--- src/hdl/cdfs_pkg.sv ---
// ----------------------------------------------------------------------------
// cdfs_pkg
// Shared types and constants for the CDF table sampler.
// ----------------------------------------------------------------------------
package cdfs_pkg;

    localparam int unsigned TABLE_DEPTH_DEF = 1024;

    localparam int unsigned ENTRY_W   = 10;
    localparam int unsigned DATA_W    = 32;
    localparam int unsigned ENTRIES_W = 11;
    localparam int unsigned PADDR_W   = 3;
    localparam int unsigned STEP_W    = 1;

    localparam logic [PADDR_W-1:0]   REG_ENTRIES   = 3'd0;
    localparam logic [ENTRIES_W-1:0] ENTRIES_RESET = 11'd1024;
    localparam logic [DATA_W-1:0]    SUM_MAX       = 32'hFFFF_FFFF;
    localparam logic [STEP_W-1:0]    MOD_FIRST     = 1'b1;

    localparam logic CMD_LOAD    = 1'b0;
    localparam logic CMD_SAMPLE  = 1'b1;
    localparam logic KIND_LOAD   = 1'b0;
    localparam logic KIND_SAMPLE = 1'b1;

    typedef struct packed {
        logic                command;
        logic [ENTRY_W-1:0]  entry_index;
        logic [DATA_W-1:0]   weight;
        logic [DATA_W-1:0]   uniform;
    } t_req;

    typedef struct packed {
        logic                kind;
        logic [ENTRY_W-1:0]  chosen_entry;
        logic [DATA_W-1:0]   cumulative;
        logic                saturated;
    } t_rsp;

    typedef enum logic {
        ALU_ADD,
        ALU_SUB
    } t_alu_op;

    typedef struct packed {
        t_alu_op             op;
        logic [DATA_W-1:0]   a;
        logic [DATA_W-1:0]   b;
    } t_alu_in;

    typedef struct packed {
        logic                carry;
        logic [DATA_W-1:0]   res;
    } t_alu_out;

    typedef enum logic [2:0] {
        S_IDLE,
        S_MOD,
        S_LOAD,
        S_SRCH_RD,
        S_SRCH_CMP
    } t_state;

endpackage

--- src/hdl/cdfs_alu.sv ---
// ----------------------------------------------------------------------------
// cdfs_alu
// Shared 32-bit add / subtract unit; carry is the add carry or the borrow.
// ----------------------------------------------------------------------------
module cdfs_alu (
    input  cdfs_pkg::t_alu_in  i_in,
    output cdfs_pkg::t_alu_out o_out
);

    logic [cdfs_pkg::DATA_W:0] w_wide;

    always_comb begin
        case (i_in.op)
            cdfs_pkg::ALU_ADD: w_wide = {1'b0, i_in.a} + {1'b0, i_in.b};
            cdfs_pkg::ALU_SUB: w_wide = {1'b0, i_in.a} - {1'b0, i_in.b};
            default:           w_wide = '0;
        endcase
    end

    assign o_out.carry = w_wide[cdfs_pkg::DATA_W];
    assign o_out.res   = w_wide[cdfs_pkg::DATA_W-1:0];

endmodule

--- config.mk ---
export PLATFORM = sky130hd
export DESIGN_NAME = cdfs_alu
export DESIGN_NICKNAME = d
export VERILOG_FILES = /design/src/hdl/cdfs_pkg.sv /design/src/hdl/cdfs_alu.sv
export SDC_FILE = /design/constraint.sdc
export NUM_CORES = 1
export LEC_CHECK = 0
export ABC_CLOCK_PERIOD_IN_PS = 11400
export BUFFER_PORTS_ARGS = -buffer_cell sky130_fd_sc_hd__buf_2
export CAP_MARGIN = 15
export CORE_MARGIN = 10
export CORE_UTILIZATION = 47
export DETAILED_ROUTE_END_ITERATION = 7
export PLACE_DENSITY = 0.84
export RECOVER_POWER = 50
export SYNTH_ARGS = -nofsm -noshare
export SYNTH_HDL_FRONTEND = slang
export SYNTH_SLANG_ARGS = --single-unit
--- constraint.sdc ---
create_clock -name vclk -period 11.4
set_clock_uncertainty 0.05 [all_clocks]
set_input_delay 2.28 -clock vclk [all_inputs]
set_output_delay 2.28 -clock vclk [all_outputs]
set_load 0.05 [all_outputs]
## Word level (Yosys, flattened, before mapping)

Index checks and enable logic that the tools add are counted.
W data, S select, Z words.

- Mux-type cells: 1
- Bitwise logic cells: 1
- Add/subtract/negate cells: 2

Operators by type and width:

| operator | number |
|---|---|
| $pmux W33 S2 | 1 |
| $add A32 B32 Y33 | 1 |
| $sub A32 B32 Y33 | 1 |
| $not A1 Y1 | 1 |

- Logic and storage cells: 4
- Output and inout bits: 33
- Bits in registers: 0

## Depth between registers and ports, before layout

Gate-level depths: netlist of the first run.

- Word-level depth: 2
- Depth in mapped cells: 16
- Gate-level depth less buffers: 15

## Least setup slack after synthesis of the first run

OpenSTA, ideal clock, no wires.

- Path kind: input-to-output
- Start point: in i_in[4] (netlist name)
- End point: out o_out[28] (netlist name)
- Arrival: 5.643 ns
- Stages: 15
- Required time: 9.070 ns
- Path slack: 3.427 ns
- Cell sequence: nor3_1 and3_1 and2_1 nand2_1 nor2_1 nor2_1 xnor2_1 ha_1 buf_6 nand2_2 or3_4 a221o_2 a21oi_2 a21boi_1 xnor2_1

RTL lines:

| what | line | RTL |
|---|---|---|
| start: declaration | cdfs_alu.sv:6 | `input cdfs_pkg::t_alu_in i_in,` |
| end: declaration | cdfs_alu.sv:7 | `output cdfs_pkg::t_alu_out o_out` |

==> results of run 1 <==
## routing by layer
layer | vias to the layer above | GRT usage [%] | wire [microns]
li1 | 1547 | - | -
met1 | 1382 | 21.3 | 3650
met2 | 102 | 32.7 | 4100
met3 | 12 | 3.52 | 653
met4 | 0 | 3.04 | 136
met5 | - | 0 | 0
## layout by cell type, fill, tap and decap left out, types with 9 or more instances in the layout
cell type and count:
sky130_fd_sc_hd__o21ai_0 14, sky130_fd_sc_hd__inv_1 14, sky130_fd_sc_hd__nand2_1 26, sky130_fd_sc_hd__a31oi_1 9, sky130_fd_sc_hd__a21oi_1 43, sky130_fd_sc_hd__xnor2_1 46, sky130_fd_sc_hd__ha_1 33, sky130_fd_sc_hd__clkbuf_1 14
sky130_fd_sc_hd__nor3_1 12, sky130_fd_sc_hd__xor2_1 13, sky130_fd_sc_hd__nand4_1 9, sky130_fd_sc_hd__nor2_1 42, sky130_fd_sc_hd__buf_2 84, sky130_fd_sc_hd__a21o_1 14
## critical path, delay by kind of cell
family                   cells  cell delay, ns
AND/OR/NAND/NOR              2            0.28
multiplexers                 1            0.42
AO/OA/AOI/OAI                5            1.73
buffers and inverters        2            1.29
adder cells (fa/ha/maj)      1            0.29
## report_power, final
group | internal (mW) | total [mW] | switching [mW]
Combinational | 0.112 | 0.389 | 0.276
Sequential | 0 | 0 | 0
Clock | 0 | 0 | 0
Total | 0.112 | 0.389 | 0.276
## path summary, 6_finish.rpt
kind	start	cells after the start	to	slack (ns)
setup / recovery	i_in[64]	11	o_out[31]	2.78
hold / removal	i_in[33]	3	o_out[1]	5.05
## stage by stage
step                      instances  util [%]  instance area (sq um)  hold slack [ns]  setup slack [ns]
after CTS                       530      59.3                   3090             4.97              3.20
after global routing            530      58.7                   3060             5.06              2.45
after detailed placement        530      59.3                   3090             4.97              3.21
after floorplan                 373         -                   2580             4.80              3.43
after global placement          530      59.3                   3090             4.96              3.24
final                           530      58.7                   3060             5.05              2.78
## cell type report
cell class | instances | area share [%]
multi-input cells | 348 | 79.9
repair buffers | 98 | 15.5
inverters | 14 | 1.72
well taps | 70 | 2.87
## kinds of logic after synthesis
group | count (synthesis)
compound gates | 122
xor+xnor | 59
buf+inv | 25
mux | 1
fa+ha+maj | 34
simple gates | 132
==> tab_implementation.tex, run 1 <==
\begin{tabular}{lr}
\hline
Metric & Value \\
\hline
\multicolumn{2}{l}{\textbf{Layout}} \\
Diodes inserted & 0 \\
NumNets Final & 561 \\
Clock buffer count & 0 \\
Ratio of cells with drive above 1 in the final layout & 22.0\% \\
Synth-to-layout area growth & 18.4\% \\
Count of flip-flops and latches & 0 \\
Footprint of the multi-input gates & 2440 sq um \\
Fillers & 540 \\
Sequential cell area & 0 sq um \\
\multicolumn{2}{l}{\textbf{Worst setup path}} \\
Type of the worst setup path & input pin to output pin \\
Worst path max stage delay & 1.00 ns \\
Startpoint type of the worst setup path & input pin \\
Largest fanout of any net on the critical path & 32 \\
Worst EP arrival & 6.29 ns \\
Worst Setup End Kind & output pin \\
Required arrival time at the worst endpoint & 9.07 ns \\
Library cell contributing the largest single delay on the critical path & sky130\_fd\_sc\_hd\_\_clkbuf\_1 \\
Worst path cell trace & clkbuf\_1 -> mux2i\_1 -> ha\_1 -> nor2b\_1 -> o31ai\_1 -> a211oi\_2 -> a31oi\_1 -> a211oi\_1 -> o2111a\_1 -> nor2\_1 -> buf\_2 \\
\multicolumn{2}{l}{\textbf{Detailed routing}} \\
Post-detailed-route DRC marker count & 0 \\
1st-pass router iterations & 4 \\
Total length of routed wires & 8530 microns \\
Number of vias after detailed routing & 3043 \\
Vias per Instance & 5.74 \\
Violation count after the first detailed-routing iteration & 170 \\
Number of nets with antenna violations after routing & 0 \\
WL/cell & 16.1 microns \\
\multicolumn{2}{l}{\textbf{Die}} \\
Total die area & 8860 sq um \\
Initial standard-cell utilization of the core & 49.6\% \\
Die width & 94.1 microns \\
Boundary Pins & 98 \\
Number of rows created at floorplan & 26 \\
Placeable Area & 5200 sq um \\
Vertical extent of the die & 94.1 microns \\
\multicolumn{2}{l}{\textbf{Synthesis}} \\
Adder-cell area share of the yosys netlist & 16.8\% \\
Portion of netlist area occupied by mux cells & 0.388\% \\
Share of the synthesized area in the top cell type & 16.0\% \\
Number of library cell types mapped by synthesis & 58 \\
Number of warnings issued by yosys & 0 \\
Synthesized netlist net count & 472 \\
Count leader, synth & sky130\_fd\_sc\_hd\_\_xnor2\_1 \\
Main combinational cell family by area after synthesis & compound AO/OA/AOI/OAI gates \\
Sequential area share after synthesis & 0\% \\
Synth Area in XOR/XNOR & 20.0\% \\
Cell accounting for the most synthesized area & sky130\_fd\_sc\_hd\_\_ha\_1 \\
Cell count after synthesis & 373 \\
Cell types occupying the most area after synthesis & sky130\_fd\_sc\_hd\_\_ha\_1, sky130\_fd\_sc\_hd\_\_xnor2\_1, sky130\_fd\_sc\_hd\_\_a21oi\_1 \\
Combined area of all synthesized cells & 2580 sq um \\
Share of the synthesized area in compound gates (AO/OA/AOI/OAI) & 32.4\% \\
Most numerous cell types in the synthesized netlist & sky130\_fd\_sc\_hd\_\_xnor2\_1, sky130\_fd\_sc\_hd\_\_a21oi\_1, sky130\_fd\_sc\_hd\_\_nor2\_1, sky130\_fd\_sc\_hd\_\_ha\_1, sky130\_fd\_sc\_hd\_\_nand2\_1 \\
Mean area per synthesized cell & 6.92 sq um \\
Simple-gate share of the synthesized area & 25.5\% \\
\multicolumn{2}{l}{\textbf{Status}} \\
Outcome & complete, no violations \\
\multicolumn{2}{l}{\textbf{Global routing}} \\
Number of antenna violations at the first check in global routing & 0 \\
Wire length of the first global-routing pass & 13800 microns \\
Number of global-route vias before repair & 3038 \\
Total track usage & 18.0\% \\
Overflow left after global routing & 0 \\
Maximum number of pins on one net before global-route repair & 33 \\
\multicolumn{2}{l}{\textbf{Pwr}} \\
Power density of the placed cells & 127 nW/um\^{}2 \\
Post-layout power & 389 uW \\
Pleak & 1.40 nW \\
Worst ir drop on vdd & 0.0850 mV \\
\multicolumn{2}{l}{\textbf{Worst hold path}} \\
Worst hold path class & input pin to output pin \\
\multicolumn{2}{l}{\textbf{STA}} \\
Max-Slew Margin vs Limit & 6.34\% \\
Final setup violating endpoints & 0 \\
Min Tclk post-route & 8.62 ns \\
Tcrit/Tclk final & 75.6\% \\
Max Freq & 116 MHz \\
Max Slew Vio Count & 0 \\
Hold Violations, Final & 0 \\
Sum Neg Setup Slack & 0 ns \\
Unrepaired setup endpoints after global routing & false \\
Worst Tran Pin Value & 1.40 ns \\
\multicolumn{2}{l}{\textbf{Clock tree}} \\
Hold buffer count at cts & 0 \\
Post-CTS setup buffer count & 0 \\
Gates resized, CTS repair & 0 \\
\multicolumn{2}{l}{\textbf{Placement}} \\
IO Port Bufs & 98 \\
Routability Congestion & 0.982 \\
Detailed-placement wirelength estimate & 7410 microns \\
\multicolumn{2}{l}{\textbf{Run}} \\
Maxcap violations & 0 \\
\hline
\end{tabular}
No activity file was read; power rests on OpenSTA's default activity.
==> run 2, diff against run 1 <==
--- a/config.mk
+++ b/config.mk
@@ -5,13 +5,13 @@
 export SDC_FILE = /design/constraint.sdc
 export NUM_CORES = 1
 export LEC_CHECK = 0
-export ABC_CLOCK_PERIOD_IN_PS = 11400
+export ABC_CLOCK_PERIOD_IN_PS = 7750
 export BUFFER_PORTS_ARGS = -buffer_cell sky130_fd_sc_hd__buf_2
 export CAP_MARGIN = 15
 export CORE_MARGIN = 10
 export CORE_UTILIZATION = 47
 export DETAILED_ROUTE_END_ITERATION = 7
-export PLACE_DENSITY = 0.84
+export PLACE_DENSITY = 0.87
 export RECOVER_POWER = 50
 export SYNTH_ARGS = -nofsm -noshare
 export SYNTH_HDL_FRONTEND = slang
==> constraint.sdc (replaced) <==
create_clock -name vclk -period 7.75
set_clock_uncertainty 0.05 [all_clocks]
set_input_delay 1.55 -clock vclk [all_inputs]
set_output_delay 1.55 -clock vclk [all_outputs]
set_load 0.05 [all_outputs]
==> run 2 against run 1 <==
  * Non-clock buffer count stayed put
  * Sequential share of layout area is the same
  * Via count up 0.69%
  * Total power up 47%
  * Combinational power up 47%
  * Hold slack worse by 1.5 ns
  * Sequential cell count stayed put
  * Final cell count up 0.19%
  * Utilization about the same
==> tab_implementation.tex, run 2 (synthesis results as in run 1) <==
\begin{tabular}{lr}
\hline
Metric & Value \\
\hline
\multicolumn{2}{l}{\textbf{Status}} \\
Outcome & complete, no violations (unchanged) \\
\multicolumn{2}{l}{\textbf{Worst setup path}} \\
Library cell contributing the largest single delay on the critical path & sky130\_fd\_sc\_hd\_\_clkbuf\_1 (unchanged) \\
Worst path max stage delay & 0.99 ns (was 1.00 ns) \\
Worst EP arrival & 5.63 ns (was 6.29 ns) \\
Worst path cell trace & clkbuf\_1 -> mux2i\_1 -> ha\_1 -> nor2b\_1 -> o31ai\_1 -> a211oi\_2 -> a31oi\_1 -> a211oi\_1 -> nor3\_1 -> xnor2\_1 -> buf\_2 (was clkbuf\_1 -> mux2i\_1 -> ha\_1 -> nor2b\_1 -> o31ai\_1 -> a211oi\_2 -> a31oi\_1 -> a211oi\_1 -> o2111a\_1 -> nor2\_1 -> buf\_2) \\
Type of the worst setup path & input pin to output pin (unchanged) \\
Largest fanout of any net on the critical path & 32 (unchanged) \\
Required arrival time at the worst endpoint & 6.15 ns (was 9.07 ns) \\
Startpoint type of the worst setup path & input pin (unchanged) \\
Category of cells accounting for the largest share of critical-path delay & compound AO/OA/AOI/OAI gates (unchanged) \\
Crit path buffers/inverters & 2 (unchanged) \\
Worst Setup End Kind & output pin (unchanged) \\
\multicolumn{2}{l}{\textbf{Detailed routing}} \\
Number of nets with antenna violations after routing & 0 (unchanged) \\
Violation count after the first detailed-routing iteration & 276 (was 170) \\
Vias per Instance & 5.77 (was 5.74) \\
Post-detailed-route DRC marker count & 0 (unchanged) \\
1st-pass router iterations & 5 (was 4) \\
Number of vias after detailed routing & 3064 (was 3043) \\
WL/cell & 16.2 microns (was 16.1 microns) \\
Total length of routed wires & 8610 microns (was 8530 microns) \\
\multicolumn{2}{l}{\textbf{STA}} \\
Sum Neg Setup Slack & 0 ns (unchanged) \\
Max Freq & 138 MHz \\
Tcrit/Tclk final & 93.2\% \\
Final setup violating endpoints & 0 (unchanged) \\
Unrepaired setup endpoints after global routing & false (unchanged) \\
Hold Violations, Final & 0 (unchanged) \\
Min Tclk post-route & 7.23 ns \\
Max-Slew Margin vs Limit & 7.33\% (was 6.34\%) \\
Max Slew Vio Count & 0 (unchanged) \\
Worst Tran Pin Value & 1.39 ns (was 1.40 ns) \\
\multicolumn{2}{l}{\textbf{Die}} \\
Initial standard-cell utilization of the core & 49.6\% (unchanged) \\
Die width & 94.1 microns (unchanged) \\
Placeable Area & 5200 sq um (unchanged) \\
Vertical extent of the die & 94.1 microns (unchanged) \\
Total die area & 8860 sq um (unchanged) \\
Boundary Pins & 98 (unchanged) \\
Number of rows created at floorplan & 26 (unchanged) \\
\multicolumn{2}{l}{\textbf{Pwr}} \\
Pleak & 1.40 nW (unchanged) \\
Worst ir drop on vdd & 0.135 mV (was 0.0850 mV) \\
Power density of the placed cells & 187 nW/um\^{}2 (was 127 nW/um\^{}2) \\
\multicolumn{2}{l}{\textbf{Worst hold path}} \\
Hold Crit Endpoint & o\_out[1] (unchanged) \\
Worst hold path class & input pin to output pin (unchanged) \\
Hold depth & 3 (unchanged) \\
Origin of the worst min-delay path & i\_in[33] (unchanged) \\
\multicolumn{2}{l}{\textbf{Run}} \\
Maxcap violations & 0 (unchanged) \\
\multicolumn{2}{l}{\textbf{Layout}} \\
NumNets Final & 561 (unchanged) \\
Most common library cell in the layout ignoring fill and taps & sky130\_fd\_sc\_hd\_\_buf\_2 (unchanged) \\
Sequential cell area & 0 sq um (unchanged) \\
Count of flip-flops and latches & 0 (unchanged) \\
Ratio of cells with drive above 1 in the final layout & 22.0\% (unchanged) \\
Clock buffer count & 0 (unchanged) \\
Synth-to-layout area growth & 18.5\% (was 18.4\%) \\
Post-route core utilization & 58.8\% (was 58.7\%) \\
Most frequent cells in the layout & sky130\_fd\_sc\_hd\_\_buf\_2, sky130\_fd\_sc\_hd\_\_xnor2\_1, sky130\_fd\_sc\_hd\_\_a21oi\_1 (unchanged) \\
Fillers & 527 (was 540) \\
\multicolumn{2}{l}{\textbf{Global routing}} \\
Number of antenna violations at the first check in global routing & 1 (was 0) \\
Wire length of the first global-routing pass & 13800 microns (unchanged) \\
Overflow left after global routing & 0 (unchanged) \\
Maximum number of pins on one net before global-route repair & 33 (unchanged) \\
Total track usage & 17.9\% (was 18.0\%) \\
Number of global-route vias before repair & 3016 (was 3038) \\
\multicolumn{2}{l}{\textbf{Placement}} \\
IO Port Bufs & 98 (unchanged) \\
Routability Congestion & 0.989 (was 0.982) \\
Detailed-placement wirelength estimate & 7440 microns (was 7410 microns) \\
\multicolumn{2}{l}{\textbf{Clock tree}} \\
Hold buffer count at cts & 0 (unchanged) \\
Gates resized, CTS repair & 0 (unchanged) \\
Post-CTS setup buffer count & 0 (unchanged) \\
\hline
\end{tabular}
-- run 2: routing by layer --
layer	wire length, microns	vias to the layer above	GRT usage (%)	share of wire, %
li1	-	1543	-	-
met1	3550	1388	21.5	41
met2	4170	122	32.1	48
met3	795	11	4.08	9.2
met4	90	0	2.41	1.0
met5	0	-	0	0
-- run 2: cell type report --
cell class,instances,area [sq um],area share [%]
multi-input combinational,348,2440,79.9
timing repair buffer,98,473,15.5
tap,70,87.6,2.86
inverter,14,52.6,1.72
antenna,1,2.50,0.0818
-- run 2: report_power, final --
group	switching [mW]	internal [mW]	leakage (nW)
Sequential	0	0	0
Clock	0	0.0000000172	0.00000634
Combinational	0.406	0.165	1.40
Total	0.406	0.165	1.40
-- run 2: how the worst max path moves through the flow --
stage / start / endpoint / slack, ns / cells past startpoint
5_1_grt: i_in[64] / o_out[27] / 0.38 / 11
6_report: i_in[64] / o_out[27] / 0.52 / 11
3_3_place_gp: i_in[4] / o_out[25] / 1.05 / 17
4_1_cts: i_in[4] / o_out[25] / 0.94 / 17
3_5_place_dp: i_in[4] / o_out[25] / 0.95 / 17
2_1_floorplan: i_in[4] / o_out[28] / 1.24 / 15
-- run 2: metrics by stage --
stage               power [mW]  cells  hold slack [ns]  setup slack (ns)  instance area, sq um
detailed placement       0.576    530             3.51             0.955                  3090
finish                   0.571    531             3.56             0.524                  3060
CTS                      0.578    530             3.51             0.942                  3090
floorplan                0.453    373             3.34              1.24                  2580
global placement         0.571    530             3.50              1.05                  3090
global route             0.609    530             3.60             0.380                  3060
==> run 3, diff against run 2 <==
--- a/config.mk
+++ b/config.mk
@@ -5,13 +5,14 @@
 export SDC_FILE = /design/constraint.sdc
 export NUM_CORES = 1
 export LEC_CHECK = 0
+export ABC_AREA = 1
 export ABC_CLOCK_PERIOD_IN_PS = 7750
 export BUFFER_PORTS_ARGS = -buffer_cell sky130_fd_sc_hd__buf_2
 export CAP_MARGIN = 15
 export CORE_MARGIN = 10
 export CORE_UTILIZATION = 47
 export DETAILED_ROUTE_END_ITERATION = 7
-export PLACE_DENSITY = 0.87
+export PLACE_DENSITY = 0.83
 export RECOVER_POWER = 50
 export SYNTH_ARGS = -nofsm -noshare
 export SYNTH_HDL_FRONTEND = slang
==> run 3 against run 2 <==
  * Highest routed layer unchanged
  * Synthesized area increased by 35%
  * Count of clock-buffer cells in the layout unchanged
  * Largest cell class unchanged
  * Utilization decreased by 2.5 points
  * Worst setup slack improved by 1.1 ns
  * Via count increased by 43%
==> tab_implementation.tex, run 3 <==
\begin{tabular}{lr}
\hline
Metric & Value \\
\hline
\multicolumn{2}{l}{\textbf{Worst setup path}} \\
Required arrival time at the worst endpoint & 6.15 ns (about the same) \\
Type of the worst setup path & input pin to output pin (unchanged) \\
Worst setup path endpoint & o\_out[17] (was o\_out[27]) \\
Startpoint type of the worst setup path & input pin (unchanged) \\
Library cell contributing the largest single delay on the critical path & sky130\_fd\_sc\_hd\_\_inv\_1 (was sky130\_fd\_sc\_hd\_\_clkbuf\_1) \\
Worst EP arrival & 4.50 ns (was 5.63 ns) \\
Worst path max stage delay & 0.61 ns (was 0.99 ns) \\
Largest fanout of any net on the critical path & 24 (was 32) \\
Worst path cell trace & buf\_2 -> inv\_1 -> nand2\_1 -> xnor2\_1 -> inv\_1 -> ha\_1 -> nand2\_1 -> inv\_1 -> a21oi\_1 -> nand2\_1 -> nand2\_1 -> nand2\_1 -> nand2\_1 -> nand3\_1 -> nand2\_1 -> clkbuf\_1 (was clkbuf\_1 -> mux2i\_1 -> ha\_1 -> nor2b\_1 -> o31ai\_1 -> a211oi\_2 -> a31oi\_1 -> a211oi\_1 -> nor3\_1 -> xnor2\_1 -> buf\_2) \\
CP most frequent cell & sky130\_fd\_sc\_hd\_\_nand2\_1 \\
Source of the critical timing path & i\_in[64] (unchanged) \\
Worst Setup End Kind & output pin (unchanged) \\
\multicolumn{2}{l}{\textbf{Layout}} \\
Most common library cell in the layout ignoring fill and taps & sky130\_fd\_sc\_hd\_\_nand2\_1 (was sky130\_fd\_sc\_hd\_\_buf\_2) \\
Ratio of cells with drive above 1 in the final layout & 13.3\% (was 22.0\%) \\
Cell Count, Final, Fillers Out & 929 (was 531) \\
Count of flip-flops and latches & 0 (unchanged) \\
NumNets Final & 931 (was 561) \\
Most frequent cells in the layout & sky130\_fd\_sc\_hd\_\_nand2\_1, sky130\_fd\_sc\_hd\_\_inv\_1, sky130\_fd\_sc\_hd\_\_buf\_2 (was sky130\_fd\_sc\_hd\_\_buf\_2, sky130\_fd\_sc\_hd\_\_xnor2\_1, sky130\_fd\_sc\_hd\_\_a21oi\_1) \\
Diodes inserted & 0 (was 1) \\
Clock buffer count & 0 (unchanged) \\
Sequential cell area & 0 sq um (unchanged) \\
Synth-to-layout area growth & 16.6\% (was 18.5\%) \\
\multicolumn{2}{l}{\textbf{Detailed routing}} \\
Vias per Instance & 4.72 (was 5.77) \\
Number of nets with antenna violations after routing & 0 (unchanged) \\
Total length of routed wires & 10500 microns (was 8610 microns) \\
WL/cell & 11.3 microns (was 16.2 microns) \\
1st-pass router iterations & 5 (unchanged) \\
Violation count after the first detailed-routing iteration & 243 (was 276) \\
Number of vias after detailed routing & 4384 (was 3064) \\
Post-detailed-route DRC marker count & 0 (unchanged) \\
\multicolumn{2}{l}{\textbf{Placement}} \\
Detailed-placement wirelength estimate & 9590 microns (was 7440 microns) \\
Placed cell count & 929 (was 530) \\
IO Port Bufs & 98 (unchanged) \\
Routability Congestion & 0.927 (was 0.989) \\
\multicolumn{2}{l}{\textbf{Global routing}} \\
Overflow left after global routing & 0 (unchanged) \\
Number of antenna violations at the first check in global routing & 0 (was 1) \\
Wire length of the first global-routing pass & 17500 microns (was 13800 microns) \\
Maximum number of pins on one net before global-route repair & 25 (was 33) \\
Total track usage & 17.9\% (about the same) \\
Number of global-route vias before repair & 4023 (was 3016) \\
\multicolumn{2}{l}{\textbf{Synthesis}} \\
Synthesized netlist net count & 834 (was 472) \\
Cell accounting for the most synthesized area & sky130\_fd\_sc\_hd\_\_nand2\_1 (was sky130\_fd\_sc\_hd\_\_ha\_1) \\
Sequential area share after synthesis & 0\% (unchanged) \\
Cell types occupying the most area after synthesis & sky130\_fd\_sc\_hd\_\_nand2\_1, sky130\_fd\_sc\_hd\_\_inv\_1, sky130\_fd\_sc\_hd\_\_ha\_1 (was sky130\_fd\_sc\_hd\_\_ha\_1, sky130\_fd\_sc\_hd\_\_xnor2\_1, sky130\_fd\_sc\_hd\_\_a21oi\_1) \\
Most numerous cell types in the synthesized netlist & sky130\_fd\_sc\_hd\_\_nand2\_1, sky130\_fd\_sc\_hd\_\_inv\_1, sky130\_fd\_sc\_hd\_\_nor2\_1, sky130\_fd\_sc\_hd\_\_nand3\_1, sky130\_fd\_sc\_hd\_\_ha\_1 (was sky130\_fd\_sc\_hd\_\_xnor2\_1, sky130\_fd\_sc\_hd\_\_a21oi\_1, sky130\_fd\_sc\_hd\_\_nor2\_1, sky130\_fd\_sc\_hd\_\_ha\_1, sky130\_fd\_sc\_hd\_\_nand2\_1) \\
Number of warnings issued by yosys & 0 (unchanged) \\
Share of the synthesized area in the top cell type & 33.0\% (was 16.0\%) \\
Count leader, synth & sky130\_fd\_sc\_hd\_\_nand2\_1 (was sky130\_fd\_sc\_hd\_\_xnor2\_1) \\
Combined area of all synthesized cells & 3500 sq um (was 2580 sq um) \\
Mean area per synthesized cell & 4.76 sq um (was 6.92 sq um) \\
Cell count after synthesis & 735 (was 373) \\
Number of library cell types mapped by synthesis & 28 (was 58) \\
\multicolumn{2}{l}{\textbf{STA}} \\
Tcrit/Tclk final & 78.7\% (was 93.2\%) \\
Min Tclk post-route & 6.10 ns (was 7.23 ns) \\
Max-Slew Margin vs Limit & 47.7\% (was 7.33\%) \\
Max Freq & 164 MHz (was 138 MHz) \\
Max Slew Vio Count & 0 (unchanged) \\
Sum Neg Setup Slack & 0 ns (unchanged) \\
Hold Violations, Final & 0 (unchanged) \\
Unrepaired setup endpoints after global routing & false (unchanged) \\
Final setup violating endpoints & 0 (unchanged) \\
Worst Tran Pin Value & 0.783 ns (was 1.39 ns) \\
\multicolumn{2}{l}{\textbf{Pwr}} \\
Worst ir drop on vdd & 0.0916 mV (was 0.135 mV) \\
Power density of the placed cells & 133 nW/um\^{}2 (was 187 nW/um\^{}2) \\
Pleak & 2.74 nW (was 1.40 nW) \\
\multicolumn{2}{l}{\textbf{Run}} \\
Maxcap violations & 0 (unchanged) \\
\multicolumn{2}{l}{\textbf{Die}} \\
Boundary Pins & 98 (unchanged) \\
Vertical extent of the die & 106 microns (was 94.1 microns) \\
Die width & 106 microns (was 94.1 microns) \\
Number of rows created at floorplan & 31 (was 26) \\
Initial standard-cell utilization of the core & 48.2\% (was 49.6\%) \\
Total die area & 11300 sq um (was 8860 sq um) \\
Placeable Area & 7250 sq um (was 5200 sq um) \\
\multicolumn{2}{l}{\textbf{Clock tree}} \\
Gates resized, CTS repair & 0 (unchanged) \\
Post-CTS setup buffer count & 0 (unchanged) \\
Hold buffer count at cts & 0 (unchanged) \\
\multicolumn{2}{l}{\textbf{Worst hold path}} \\
Worst hold path class & input pin to output pin (unchanged) \\
\multicolumn{2}{l}{\textbf{Status}} \\
Outcome & complete, no violations (unchanged) \\
\hline
\end{tabular}
[run 3: changes by cell type in the layout (fill, tap and decap cells not counted), sizes merged, moves of 9 or more]
| cell | change |
|---|---|
| a21oi | -20 |
| xor2 | +19 |
| nand2 | +290 |
| xnor2 | -40 |
| nor2 | +36 |
| a21o | -13 |
| a31oi | -10 |
| o21a | -9 |
| inv | +154 |
| nand3 | +35 |
[run 3: how the worst min path moves through the flow]
stage,start,end,cells past startpoint
final,i_in[0],o_out[0],4
after detailed placement,i_in[0],o_out[0],4
after floorplan,i_in[0],o_out[0],2
after global routing,i_in[0],o_out[0],4
after CTS,i_in[0],o_out[0],4
after global placement,i_in[0],o_out[0],4
[run 3: layout make-up]
type	count	area [sq um]
multi-input combinational	564	2850
tap	99	124
fill	821	3170
inverter	168	631
timing repair buffer	98	472
[run 3: metrics by stage]
| step | instance area (sq um) | power [mW] | worst slack, ns | util [%] | hold WS (ns) |
|---|---|---|---|---|---|
| detailed placement | 4100 | 0.549 | 1.97 | 56.5 | 3.49 |
| CTS | 4100 | 0.550 | 1.96 | 56.5 | 3.49 |
| floorplan | 3500 | 0.421 | 2.12 | - | 3.34 |
| finish | 4080 | 0.544 | 1.65 | 56.2 | 3.58 |
| global route | 4080 | 0.598 | 1.41 | 56.2 | 3.60 |
| global placement | 4100 | 0.546 | 2.01 | 56.5 | 3.49 |
[run 3: worst max-delay path, delay by kind of cell]
family | cells | cell delay (ns)
xor gates and xnor gates | 1 | 0.24
and+or+nand+nor | 8 | 0.86
adders and majority gates | 1 | 0.33
AOI/OAI and AO/OA | 1 | 0.13
buffers and inverters | 5 | 1.39
[run 3: cells by family (layout without fill, tap and decap cells)]
logic type | count (synthesis) | in the layout | share of synthesized area [%]
and+or+nand+nor | 452 | 452 | 53.2
AOI/OAI and AO/OA | 40 | 40 | 6.51
xor gates and xnor gates | 38 | 38 | 9.52
buffers and inverters | 171 | 266 | 18.4
adders and majority gates | 34 | 34 | 12.4
[run 3: layer usage]
metal	global-route usage (%)	share of wire [%]	vias to the layer above
li1	-	-	2379
met1	23.4	46	1855
met2	30.6	44	131
met3	2.60	7.8	19
met4	3.19	2.0	0
met5	0	0	-
[run 3: power by group]
group | switching, mW | total [mW] | internal [mW]
Clock | 0 | 0 | 0
Sequential | 0 | 0 | 0
Combinational | 0.402 | 0.544 | 0.142
Total | 0.402 | 0.544 | 0.142
